**src/sv/pcbs_pkg.sv**
```systemverilog
// ---------------------------------------------------------------------------
// Pulse command board supervisor package
// Shared types, command boundaries and result codes.
// ---------------------------------------------------------------------------
package pcbs_pkg;

  localparam int unsigned SecW  = 10;
  localparam int unsigned TickW = 13;
  localparam int unsigned CntW  = 8;

  localparam logic [CntW-1:0] CmdMin    = 8'd4;
  localparam logic [CntW-1:0] CmdWdtOff = 8'd20;
  localparam logic [CntW-1:0] CmdReset  = 8'd30;
  localparam logic [CntW-1:0] CmdCycle  = 8'd40;
  localparam logic [CntW-1:0] CmdShort  = 8'd50;
  localparam logic [CntW-1:0] CmdLong   = 8'd60;
  localparam logic [CntW-1:0] CmdEnd    = 8'd70;
  localparam logic [CntW-1:0] CntMax    = 8'd255;
  localparam logic [SecW-1:0] SilentMax = 10'd1023;

  localparam logic [2:0] CyclesCommand  = 3'd7;
  localparam logic [2:0] CyclesWatchdog = 3'd5;
  localparam logic [2:0] CyclesSilence  = 3'd3;

  localparam logic [SecW-1:0]  WdtTimeoutRst = 10'd15;
  localparam logic [SecW-1:0]  SilTimeoutRst = 10'd453;
  localparam logic [TickW-1:0] TicksPerSecRst = 13'd6776;
  localparam logic [TickW-1:0] FeedTickRst   = 13'd61;

  typedef enum logic [1:0] {
    REG_WDT_TIMEOUT = 2'd0,
    REG_SIL_TIMEOUT = 2'd1,
    REG_TICKS_PER_S = 2'd2,
    REG_FEED_TICK   = 2'd3
  } reg_idx_e;

  typedef enum logic [2:0] {
    ACT_NONE  = 3'd0,
    ACT_RESET = 3'd1,
    ACT_CYCLE = 3'd2,
    ACT_SHORT = 3'd3,
    ACT_LONG  = 3'd4
  } action_e;

  typedef struct packed {
    logic [SecW-1:0]  wdt_timeout;
    logic [SecW-1:0]  sil_timeout;
    logic [TickW-1:0] ticks_per_s;
    logic [TickW-1:0] feed_tick;
  } cfg_t;

  typedef struct packed {
    logic       startup_flag;
    logic       led_toggle;
    logic       feed_toggle;
    logic [2:0] power_cycles;
    action_e    action;
  } result_t;

endpackage

```
**src/sv/pcbs_cfg_regs.sv**
```systemverilog
// ---------------------------------------------------------------------------
// Configuration registers
// Holds the four timing registers written through the plain write port.
// ---------------------------------------------------------------------------
module pcbs_cfg_regs
  import pcbs_pkg::*;
(
  input  logic             clk_i,
  input  logic             rst_ni,
  input  logic             cfg_we_i,
  input  logic [1:0]       cfg_addr_i,
  input  logic [TickW-1:0] cfg_wdata_i,
  output cfg_t             cfg_o
);

  cfg_t cfg_q;

  always_ff @(posedge clk_i or negedge rst_ni) begin
    if (!rst_ni) begin
      cfg_q.wdt_timeout <= WdtTimeoutRst;
      cfg_q.sil_timeout <= SilTimeoutRst;
      cfg_q.ticks_per_s <= TicksPerSecRst;
      cfg_q.feed_tick   <= FeedTickRst;
    end else if (cfg_we_i) begin
      case (reg_idx_e'(cfg_addr_i))
        REG_WDT_TIMEOUT: cfg_q.wdt_timeout <= cfg_wdata_i[SecW-1:0];
        REG_SIL_TIMEOUT: cfg_q.sil_timeout <= cfg_wdata_i[SecW-1:0];
        REG_TICKS_PER_S: cfg_q.ticks_per_s <= cfg_wdata_i;
        REG_FEED_TICK:   cfg_q.feed_tick   <= cfg_wdata_i;
        default: ;
      endcase
    end
  end

  assign cfg_o = cfg_q;

endmodule

```
**src/sv/pcbs_core.sv**
```systemverilog
// ---------------------------------------------------------------------------
// Supervisor core
// Per-tick state update: frame decode, edge counting, seconds and timeouts.
// ---------------------------------------------------------------------------
module pcbs_core
  import pcbs_pkg::*;
(
  input  logic    clk_i,
  input  logic    rst_ni,
  input  logic    step_i,
  input  logic    cs_i,
  input  logic    data_i,
  input  logic    debug_i,
  input  cfg_t    cfg_i,
  output result_t res_o
);

  logic            cs_prev_q, cs_prev_d;
  logic            data_prev_q, data_prev_d;
  logic            rcv_q, rcv_d;
  logic [CntW-1:0] edge_cnt_q, edge_cnt_d;
  logic [CntW-1:0] cmd_q, cmd_d;
  logic            wd_en_q, wd_en_d;
  logic            alive_q, alive_d;
  logic [SecW-1:0] silent_q, silent_d;
  logic [TickW-1:0] tick_q, tick_d;
  logic            startup_q, startup_d;

  always_comb begin
    cs_prev_d   = cs_i;
    data_prev_d = data_i;
    rcv_d       = rcv_q;
    edge_cnt_d  = edge_cnt_q;
    cmd_d       = cmd_q;
    wd_en_d     = wd_en_q;
    alive_d     = alive_q;
    silent_d    = silent_q;
    startup_d   = startup_q;
    res_o       = '0;
    res_o.action = ACT_NONE;

    // select edge: falling opens a frame, rising latches the count
    if (cs_i != cs_prev_q) begin
      if (cs_prev_q) begin
        rcv_d = 1'b1;
      end else begin
        rcv_d      = 1'b0;
        cmd_d      = edge_cnt_q;
        edge_cnt_d = '0;
      end
    end

    if (data_i != data_prev_q) begin
      if (rcv_d) begin
        if (data_prev_q) begin
          if (edge_cnt_d != CntMax) edge_cnt_d = edge_cnt_d + 1'b1;
          if (!startup_q) res_o.led_toggle = 1'b1;
        end
      end else begin
        edge_cnt_d = '0;
      end
    end

    tick_d = tick_q + 1'b1;
    if (tick_d == cfg_i.ticks_per_s) begin
      if (silent_d != SilentMax) silent_d = silent_d + 1'b1;
      tick_d = '0;
    end else if (tick_d == cfg_i.feed_tick) begin
      res_o.feed_toggle = 1'b1;
    end

    if (!debug_i) silent_d = '0;

    if (cmd_d >= CmdMin) begin
      startup_d = 1'b0;
      silent_d  = '0;
      if (cmd_d < CmdEnd) alive_d = 1'b1;
      if (cmd_d < CmdWdtOff) begin
        wd_en_d = 1'b1;
      end else if (cmd_d < CmdReset) begin
        wd_en_d = 1'b0;
      end else if (cmd_d < CmdCycle) begin
        wd_en_d      = 1'b0;
        res_o.action = ACT_RESET;
      end else if (cmd_d < CmdShort) begin
        wd_en_d            = 1'b0;
        res_o.action       = ACT_CYCLE;
        res_o.power_cycles = CyclesCommand;
        startup_d          = 1'b1;
      end else if (cmd_d < CmdLong) begin
        res_o.action = ACT_SHORT;
      end else if (cmd_d < CmdEnd) begin
        res_o.action = ACT_LONG;
      end
      cmd_d = '0;
    end

    if (wd_en_d) alive_d = !(silent_d > cfg_i.wdt_timeout);

    if (!alive_d && wd_en_d) begin
      wd_en_d            = 1'b0;
      silent_d           = '0;
      res_o.action       = ACT_CYCLE;
      res_o.power_cycles = CyclesWatchdog;
      startup_d          = 1'b1;
    end

    if (silent_d > cfg_i.sil_timeout) begin
      silent_d           = '0;
      res_o.action       = ACT_CYCLE;
      res_o.power_cycles = CyclesSilence;
      startup_d          = 1'b1;
    end

    res_o.startup_flag = startup_d;
  end

  always_ff @(posedge clk_i or negedge rst_ni) begin
    if (!rst_ni) begin
      cs_prev_q   <= 1'b0;
      data_prev_q <= 1'b0;
      rcv_q       <= 1'b0;
      edge_cnt_q  <= '0;
      cmd_q       <= '0;
      wd_en_q     <= 1'b0;
      alive_q     <= 1'b1;
      silent_q    <= '0;
      tick_q      <= '0;
      startup_q   <= 1'b0;
    end else if (step_i) begin
      cs_prev_q   <= cs_prev_d;
      data_prev_q <= data_prev_d;
      rcv_q       <= rcv_d;
      edge_cnt_q  <= edge_cnt_d;
      cmd_q       <= cmd_d;
      wd_en_q     <= wd_en_d;
      alive_q     <= alive_d;
      silent_q    <= silent_d;
      tick_q      <= tick_d;
      startup_q   <= startup_d;
    end
  end

endmodule

```
**src/sv/pcbs_out_buf.sv**
```systemverilog
// ---------------------------------------------------------------------------
// Result buffer
// Two-entry result queue that decouples the core from downstream stalls.
// ---------------------------------------------------------------------------
module pcbs_out_buf
  import pcbs_pkg::*;
(
  input  logic    clk_i,
  input  logic    rst_ni,
  input  logic    push_i,
  input  result_t res_i,
  output logic    space_o,
  output logic    valid_o,
  input  logic    ready_i,
  output result_t res_o
);

  result_t    mem_q [2];
  logic       wr_ptr_q, rd_ptr_q;
  logic [1:0] cnt_q;
  logic       pop;

  assign pop     = valid_o && ready_i;
  assign valid_o = (cnt_q != 2'd0);
  assign space_o = (cnt_q != 2'd2);
  assign res_o   = mem_q[rd_ptr_q];

  always_ff @(posedge clk_i) begin
    if (push_i) mem_q[wr_ptr_q] <= res_i;
  end

  always_ff @(posedge clk_i or negedge rst_ni) begin
    if (!rst_ni) begin
      wr_ptr_q <= 1'b0;
      rd_ptr_q <= 1'b0;
      cnt_q    <= 2'd0;
    end else begin
      if (push_i) wr_ptr_q <= !wr_ptr_q;
      if (pop) rd_ptr_q <= !rd_ptr_q;
      case ({push_i, pop})
        2'b10:   cnt_q <= cnt_q + 2'd1;
        2'b01:   cnt_q <= cnt_q - 2'd1;
        default: cnt_q <= cnt_q;
      endcase
    end
  end

endmodule

```
**src/sv/pulse_command_board_supervisor.sv**
```systemverilog
// ---------------------------------------------------------------------------
// Pulse command board supervisor
// Decodes pulse-counted commands and watches host silence, one tick per beat.
// ---------------------------------------------------------------------------
// Path: the input beat is held in the input register, then the state update
//   writes its result into the result queue.
// Throughput: 1 beat per cycle while the result queue has space; the two-entry result queue absorbs stalls.
// Reset: asynchronous, active low; clears control and core state, loads register defaults.
module pulse_command_board_supervisor
  import pcbs_pkg::*;
(
  input  logic             clk_i,
  input  logic             rst_ni,
  input  logic             s_axis_tvalid,
  output logic             s_axis_tready,
  input  logic [7:0]       s_axis_tdata,   // [0] cs_level, [1] data_level, [2] debug_level
  output logic             m_axis_tvalid,
  input  logic             m_axis_tready,
  output logic [15:0]      m_axis_tdata,   // [2:0] action, [5:3] power_cycles,
                                           // [6] feed_toggle, [7] led_toggle, [8] startup_flag
  input  logic             cfg_we_i,
  input  logic [1:0]       cfg_addr_i,
  input  logic [TickW-1:0] cfg_wdata_i
);

  cfg_t       cfg;
  result_t    res_core, res_out;
  logic       in_v_q;
  logic [2:0] in_q;
  logic       space, advance;

  pcbs_cfg_regs u_cfg (
    .clk_i       (clk_i),
    .rst_ni      (rst_ni),
    .cfg_we_i    (cfg_we_i),
    .cfg_addr_i  (cfg_addr_i),
    .cfg_wdata_i (cfg_wdata_i),
    .cfg_o       (cfg)
  );

  assign advance       = in_v_q && space;
  assign s_axis_tready = !in_v_q || space;

  always_ff @(posedge clk_i or negedge rst_ni) begin
    if (!rst_ni) begin
      in_v_q <= 1'b0;
    end else if (s_axis_tready) begin
      in_v_q <= s_axis_tvalid;
    end
  end

  always_ff @(posedge clk_i) begin
    if (s_axis_tready && s_axis_tvalid) in_q <= s_axis_tdata[2:0];
  end

  pcbs_core u_core (
    .clk_i   (clk_i),
    .rst_ni  (rst_ni),
    .step_i  (advance),
    .cs_i    (in_q[0]),
    .data_i  (in_q[1]),
    .debug_i (in_q[2]),
    .cfg_i   (cfg),
    .res_o   (res_core)
  );

  pcbs_out_buf u_out (
    .clk_i   (clk_i),
    .rst_ni  (rst_ni),
    .push_i  (advance),
    .res_i   (res_core),
    .space_o (space),
    .valid_o (m_axis_tvalid),
    .ready_i (m_axis_tready),
    .res_o   (res_out)
  );

  assign m_axis_tdata = {7'd0, res_out};

endmodule

```
**config.mk**
```make
export PLATFORM = sky130hd
export DESIGN_NAME = pulse_command_board_supervisor
export DESIGN_NICKNAME = d
export VERILOG_FILES = /design/src/sv/pcbs_pkg.sv /design/src/sv/pcbs_cfg_regs.sv /design/src/sv/pcbs_core.sv /design/src/sv/pcbs_out_buf.sv /design/src/sv/pulse_command_board_supervisor.sv
export SDC_FILE = /design/constraint.sdc
export NUM_CORES = 1
export LEC_CHECK = 0
export ABC_AREA = 1
export BUFFER_PORTS_ARGS = -buffer_cell sky130_fd_sc_hd__buf_2
export CORE_MARGIN = 8
export CORE_UTILIZATION = 35
export CTS_BUF_LIST = sky130_fd_sc_hd__clkbuf_4 sky130_fd_sc_hd__clkbuf_8
export DETAILED_ROUTE_END_ITERATION = 12
export PLACE_DENSITY = 0.51
export SYNTH_ARGS = -nofsm -noshare
export SYNTH_HDL_FRONTEND = slang
export SYNTH_SLANG_ARGS = --single-unit
```
**constraint.sdc**
```tcl
create_clock -name clk_i -period 13.4 [get_ports clk_i]
set_input_delay 2.68 -clock clk_i [delete_from_list [all_inputs] [get_ports clk_i]]
set_output_delay 2.68 -clock clk_i [all_outputs]
set_load 0.05 [all_outputs]
```
==> After elaboration in Yosys (flattened, before gate mapping) <==
Memory sizes are Yosys's and may differ from the RTL's.
Cells that the tools add are included.
Widths: inputs -> output; s select.
{ "word_totals": {"ff_bits": 99, "ram_bits": 18, "output_inout_bits": 18, "wordCells": 117, "mem_count": 1} }
{ "classes": {"add_sub_neg": 5, "n_lt_le_gt_ge": 9, "eq_ne": 12, "n_mux": 54, "reduce_logical": 17} }
{ "memory_table": {"columns": ["memory", "depth", "width", "read_ports", "rd_clocked_by_memory_dff", "write_ports", "line", "text"], "rows": [
  ["u_out.mem_q", 2, 9, 1, 0, 1, "pcbs_out_buf.sv:18", "result_t mem_q [2];"]
]} }
{ "ops": {"columns": ["operator", "count"], "rows": [
  ["$mux 8", 9],
  ["$mux 10", 6],
  ["$mux 6", 5],
  ["$eq 13x13->1", 2],
  ["$mux 1", 26],
  ["$lt 8x6->1 const B", 3],
  ["$gt 10x10->1", 2],
  ["$mux 3", 6],
  ["$lt 8x5->1 const B", 2],
  ["$add 13x1->13 const B", 1],
  ["$mux 13", 1],
  ["$add 10x1->10 const B", 1],
  ["$ne 10x10->1 const B", 1],
  ["$add 8x1->8 const B", 1],
  ["$ge 8x3->1 const B", 1],
  ["$lt 8x7->1 const B", 1],
  ["$ne 8x8->1 const B", 1],
  ["$reduce_and 2->1", 4],
  ["$eq 2x2->1 const B", 3],
  ["$logic_not 1->1", 5],
  ["$eq 2x1->1 const B", 2],
  ["$logic_and 1x1->1", 4],
  ["$pmux 2 s2", 1],
  ["$reduce_bool 2->1", 2],
  ["6 further kinds", 7]
]} }

==> Depth between registers and ports, before layout <==
{ "depth": {"ltp_word": 14, "ltp_mapped": 38, "mapped_depth_nobuf": 38} }

==> Modules after synthesis <==
From an unflattened synthesis, not the netlist that was laid out.
{ "hier_totals": {"cells_unflattened": 982, "area_unflattened_um2": 7343.3} }
{ "by_module_without_submodules": {"columns": ["mod", "instances", "cells_each", "area_each_um2", "seq_area_each_um2"], "rows": [
  ["pcbs_core", 1, 681, 4350.4, 1076.0],
  ["pcbs_cfg_regs", 1, 207, 1921.8, 1177.4],
  ["pcbs_out_buf", 1, 75, 872.1, 640.6],
  ["pulse_command_board_supervisor", 1, 19, 198.9, 115.1]
]} }

==> Least setup slack after synthesis <==
No wires, ideal clock.
{ "synth_path": {"path_type": "register -> register", "start": "reg u_core.tick_q[0]", "end": "reg u_core.silent_q[8]", "setup_time_ps": 76, "arrival_time_ps": 4576, "slack_ps": 8747, "path_stages_with_launch": 34, "path_cell_list": "dfrtp_1 ha_1 xnor2_1 nand2_1 nor2_1 nand2_1 nor2_1 nand2_1 nor2_2 nand3_1 clkinv_1 nand3_1 nand2_1 inv_1 ha_1 nand4_1 nor2_1 o21ai_0 o211ai_1 nor2_1 nor2_1 nand3_2 inv_2 nor2_1 ha_1 nand4_1 nor3_1 o21ai_0 o211ai_1 o21ai_0 inv_1 nor2_1 inv_1 o21ai_1"} }
{ "synth_between": {"elab_chain_len": 13} }
{ "synth_rtl": {"columns": ["element", "line", "text"], "rows": [
  ["start: declaration", "pcbs_core.sv:26", "logic [TickW-1:0] tick_q, tick_d;"],
  ["start signal: assignment", "pcbs_core.sv:139", "tick_q <= tick_d;"],
  ["$add 13x1->13 *", "pcbs_core.sv:64", "tick_d = tick_q + 1'b1;"],
  ["$eq 13x13->1 *", "pcbs_core.sv:65", "if (tick_d == cfg_i.ticks_per_s) begin"],
  ["$mux 10 *", "pcbs_core.sv:65", null],
  ["$mux 10 *", "pcbs_core.sv:72", "if (!debug_i) silent_d = '0;"],
  ["$mux 10 *", "pcbs_core.sv:74", "if (cmd_d >= CmdMin) begin"],
  ["$gt 10x10->1", "pcbs_core.sv:98", "if (wd_en_d) alive_d = !(silent_d > cfg_i.wdt_timeout);"],
  ["$logic_not 1->1", "pcbs_core.sv:98", null],
  ["$mux 1", "pcbs_core.sv:98", null],
  ["$logic_not 1->1", "pcbs_core.sv:100", "if (!alive_d && wd_en_d) begin"],
  ["$logic_and 1x1->1", "pcbs_core.sv:100", null],
  ["$mux 10 *", "pcbs_core.sv:100", null],
  ["$gt 10x10->1", "pcbs_core.sv:108", "if (silent_d > cfg_i.sil_timeout) begin"],
  ["$mux 10 *", "pcbs_core.sv:108", null],
  ["end signal: assignment", "pcbs_core.sv:138", "silent_q <= silent_d;"],
  ["end: declaration", "pcbs_core.sv:25", "logic [SecW-1:0] silent_q, silent_d;"]
]} }
Mark *: on every way between the ends. The rest lies on a longest branch, timed or not.
A chain may end at the register's enable or synchronous reset.

==> Worst setup path after layout <==
{ "layout_path": {"start": "reg u_core.tick_q[0]", "end": "reg u_core.silent_q[9]"} }
Same word-level chain as after synthesis.

==> metrics.yaml <==
status:
  status: "finished, final reports clean"
die:
  core_mm2: 0.01953
  die_width_um: 157.4
  die_height_um: 157.4
  rows: 51
  die_area_mm2: 0.02478
  initial_core_util: 0.3585
  ios: 46
drt:
  ant_nets: 0
  drc_errors: 0
  avgRoutedWirePerCell_um: 13.91
  drt-vias-per-instance: 4.677
  drt_iter0_drc: 398
  first_pass_iters: 4
  route.vias.total: 5860
  wl_um: 17430
power_and_ir_drop:
  p_switching_mw: 0.5477
  p_leak_nw: 3.819
  pwr-share-clk: 0.265
  p_int_mw: 0.7949
  powerDensity_mw_per_mm2: 171.1
  switching_share: 0.4079
  power_frac_seq: 0.374
  p_comb_frac: 0.361
  vdd_ir_drop_max_mv: 0.07730
synthesis:
  ys_seq_area_frac: 0.4298
  synth_cell_types: 46
  yosysWarnings: 0
  avgSynthCellArea_um2: 7.439
  synth_edf_count: 21
  synth_async_sr_flop_share: 0.8174
  netlist_area_mm2: 0.007000
  synth-seq-cells: 115
  synth_ff_type: "dfrtp_1"
  syn_inst: 941
global_routing:
  antenna_found_initial: 0
  grt_pass1_vias: 5672
  grt_max_degree: 69
  grt_pass1_wl_um: 28970
  grt_usage: 0.1493
  grt-ovfl-total: 0
critical_path:
  crit_slowest_cell: "nor2_1"
  rr_startpoint: "u_core.tick_q[0]"
  cp-start-kind: "register"
  max_stage_delay_ns: 0.60
  crit_required_ns: 13.77
  crit_type: "reg2reg"
  cp-end-kind: "register"
  timing.rr.end: "u_core.silent_q[9]"
  r2r_setup_slack_ns: 6.63
  crit_fanout: 14
  arrival_ns: 7.13
  reg2reg_depth: 36
timing:
  clock.fmax_mhz: 147.7
  relSlewSlack: 0.4052
  clock_skew_ns: 0.01421
  finalSetupViolCount: 0
  finalSetupTns_ns: 0
  finalHoldViolations: 0
  final.min_clock_period_ns: 6.769
  rsz0062_at_grt: "no"
  period_share: 0.5051
  tightest_slew_ns: 0.8922
  slew_violations: 0
final_layout:
  synthToLayoutAreaGrowth_pct: 12.10
  diodes: 0
  layout-drive-gt1-share: 0.1285
  final_common_cell: "nand2_1"
  fin_util: 0.4019
  layout_common_cells: "254 x nand2_1, 137 x inv_1, 87 x o21ai_0"
  layout.nets: 1027
cts:
  cts_root_buf: "clkbuf_8"
  numCtsBuffers: 17
  cts.sinks: 115
  cts_setup_buffers: 0
  worst_skew_pair.late_latency_ns: 0.44
  clockBufferDepth: 2
  post_cts_resized: 0
  cts_tree: "yes"
  htree_num_levels: 4
  hold_buffers: 0
  clk_pin_slew_ns: 0.06
min_path:
  hold_path.class: "reg2reg"
  min_path_cells: 2
  hp-start: "u_cfg.cfg_o[43]"
  whs_endpoint: "u_cfg.cfg_o[43]"
run:
  drv_cap: 0
placement:
  dp_hpwl_um: 12810
  globalplace.congestion: 0.8652
  port_buffers: 33
power groups by stage:
stage,Combinational [mW],Clock (mW),Sequential [mW]
after floorplan,0.381,0,0.488
after global placement,0.488,0,0.507
after detailed placement,0.492,0,0.508
after CTS,0.492,0.369,0.502
after global routing,0.549,0.385,0.512
final,0.484,0.356,0.502
worst max-delay path: cells and delay by family, from the launching register on:
family                     cells  cell delay [ns]
AOI/OAI and AO/OA              5             0.83
adders and majority gates      3             0.86
buffers and inverters          5             0.83
DFF                            1             0.49
and+or+nand+nor               23             3.69
Yosys cell counts, types with 6 or more instances:
| cell type | n | area [um2] |
|---|---|---|
| clkbuf_1 | 16 | 60.06 |
| dfstp_2 | 21 | 551.8 |
| ha_1 | 24 | 300.3 |
| nor3_1 | 7 | 35.03 |
| nand4_1 | 21 | 131.4 |
| xor2_1 | 6 | 52.55 |
| a21oi_1 | 25 | 125.1 |
| nand2_2 | 7 | 43.79 |
| o21ai_0 | 87 | 435.4 |
| nor2_1 | 83 | 311.6 |
| xnor2_1 | 8 | 70.07 |
| edfxtp_1 | 21 | 630.6 |
| dfrtp_1 | 73 | 1827 |
| nand2_1 | 254 | 953.4 |
| nand3_1 | 67 | 335.3 |
| o21ai_2 | 8 | 70.07 |
| inv_1 | 137 | 514.2 |
| buf_4 | 7 | 52.55 |
| o22ai_1 | 14 | 87.58 |
worst max-delay path by stage:
stage / endpoint / start / depth (start not counted)
2_1_floorplan: u_core.silent_q[8] / u_core.tick_q[0] / 33
3_3_place_gp: u_core.silent_q[9] / u_core.tick_q[0] / 36
3_5_place_dp: u_core.silent_q[1] / u_core.tick_q[0] / 36
4_1_cts: u_core.silent_q[9] / u_core.tick_q[0] / 36
5_1_grt: u_core.silent_q[1] / u_core.tick_q[0] / 36
6_report: u_core.silent_q[9] / u_core.tick_q[0] / 36
state kept, by name, indices dropped and copies added, names as in the netlist:
name	cells
in_q	3
in_v_q	1
u_cfg.cfg_o	46
u_core.cmd_q	7
u_core.cs_prev_q	1
u_core.data_prev_q	1
u_core.edge_cnt_q	8
u_core.rcv_q	1
u_core.silent_q	10
u_core.startup_q	1
u_core.tick_q	13
u_core.wd_en_q	1
u_out.cnt_q	2
u_out.mem_q	18
u_out.rd_ptr_q	1
u_out.wr_ptr_q	1
cells by family (layout without fill, tap and decap cells):
| logic type | count (synthesis) | in the layout | share of synthesized area |
|---|---|---|---|
| AOI/OAI and AO/OA | 151 | 151 | 0.1215 |
| xor gates and xnor gates | 14 | 14 | 0.01752 |
| adders and majority gates | 24 | 24 | 0.04290 |
| buffers and inverters | 170 | 211 | 0.09651 |
| DFF | 115 | 115 | 0.4298 |
| other | 1 | 7 | 0.0005357 |
| and+or+nand+nor | 466 | 466 | 0.2912 |
stage by stage:
step / power [mW] / cell area, um2 / worst slack (ns) / hold WS, ns / instances
after detailed placement: 0.9992 / 7410 / 6.578 / 0.4779 / 1221
after global routing: 1.446 / 7848 / 5.711 / 0.5114 / 1253
after CTS: 1.364 / 7848 / 6.534 / 0.4943 / 1253
after floorplan: 0.8686 / 7023 / 8.747 / 0.4479 / 947
final: 1.343 / 7848 / 6.631 / 0.4845 / 1253
after global placement: 0.9951 / 7410 / 6.514 / 0.4688 / 1221
area by class of cell:
class | instances | area [um2]
fill | 2131 | 11680
multi-input combinational | 662 | 3342
sequential | 115 | 3009
inverter | 143 | 536.8
tap | 265 | 331.6
clock buffer | 24 | 311.5
timing repair buffer | 36 | 190.2
clock inverter | 8 | 126.4
per-layer routing:
| layer | wire length (um) | global-route usage | up-vias |
|---|---|---|---|
| met2 | 7644 | 0.2304 | 100 |
| met4 | 345 | 0.05304 | 0 |
| met5 | 0 | 0 | - |
| li1 | - | - | 3110 |
| met3 | 678 | 0.03236 | 23 |
| met1 | 8763 | 0.2020 | 2627 |
Note: power is estimated with default switching activity, not from simulation.
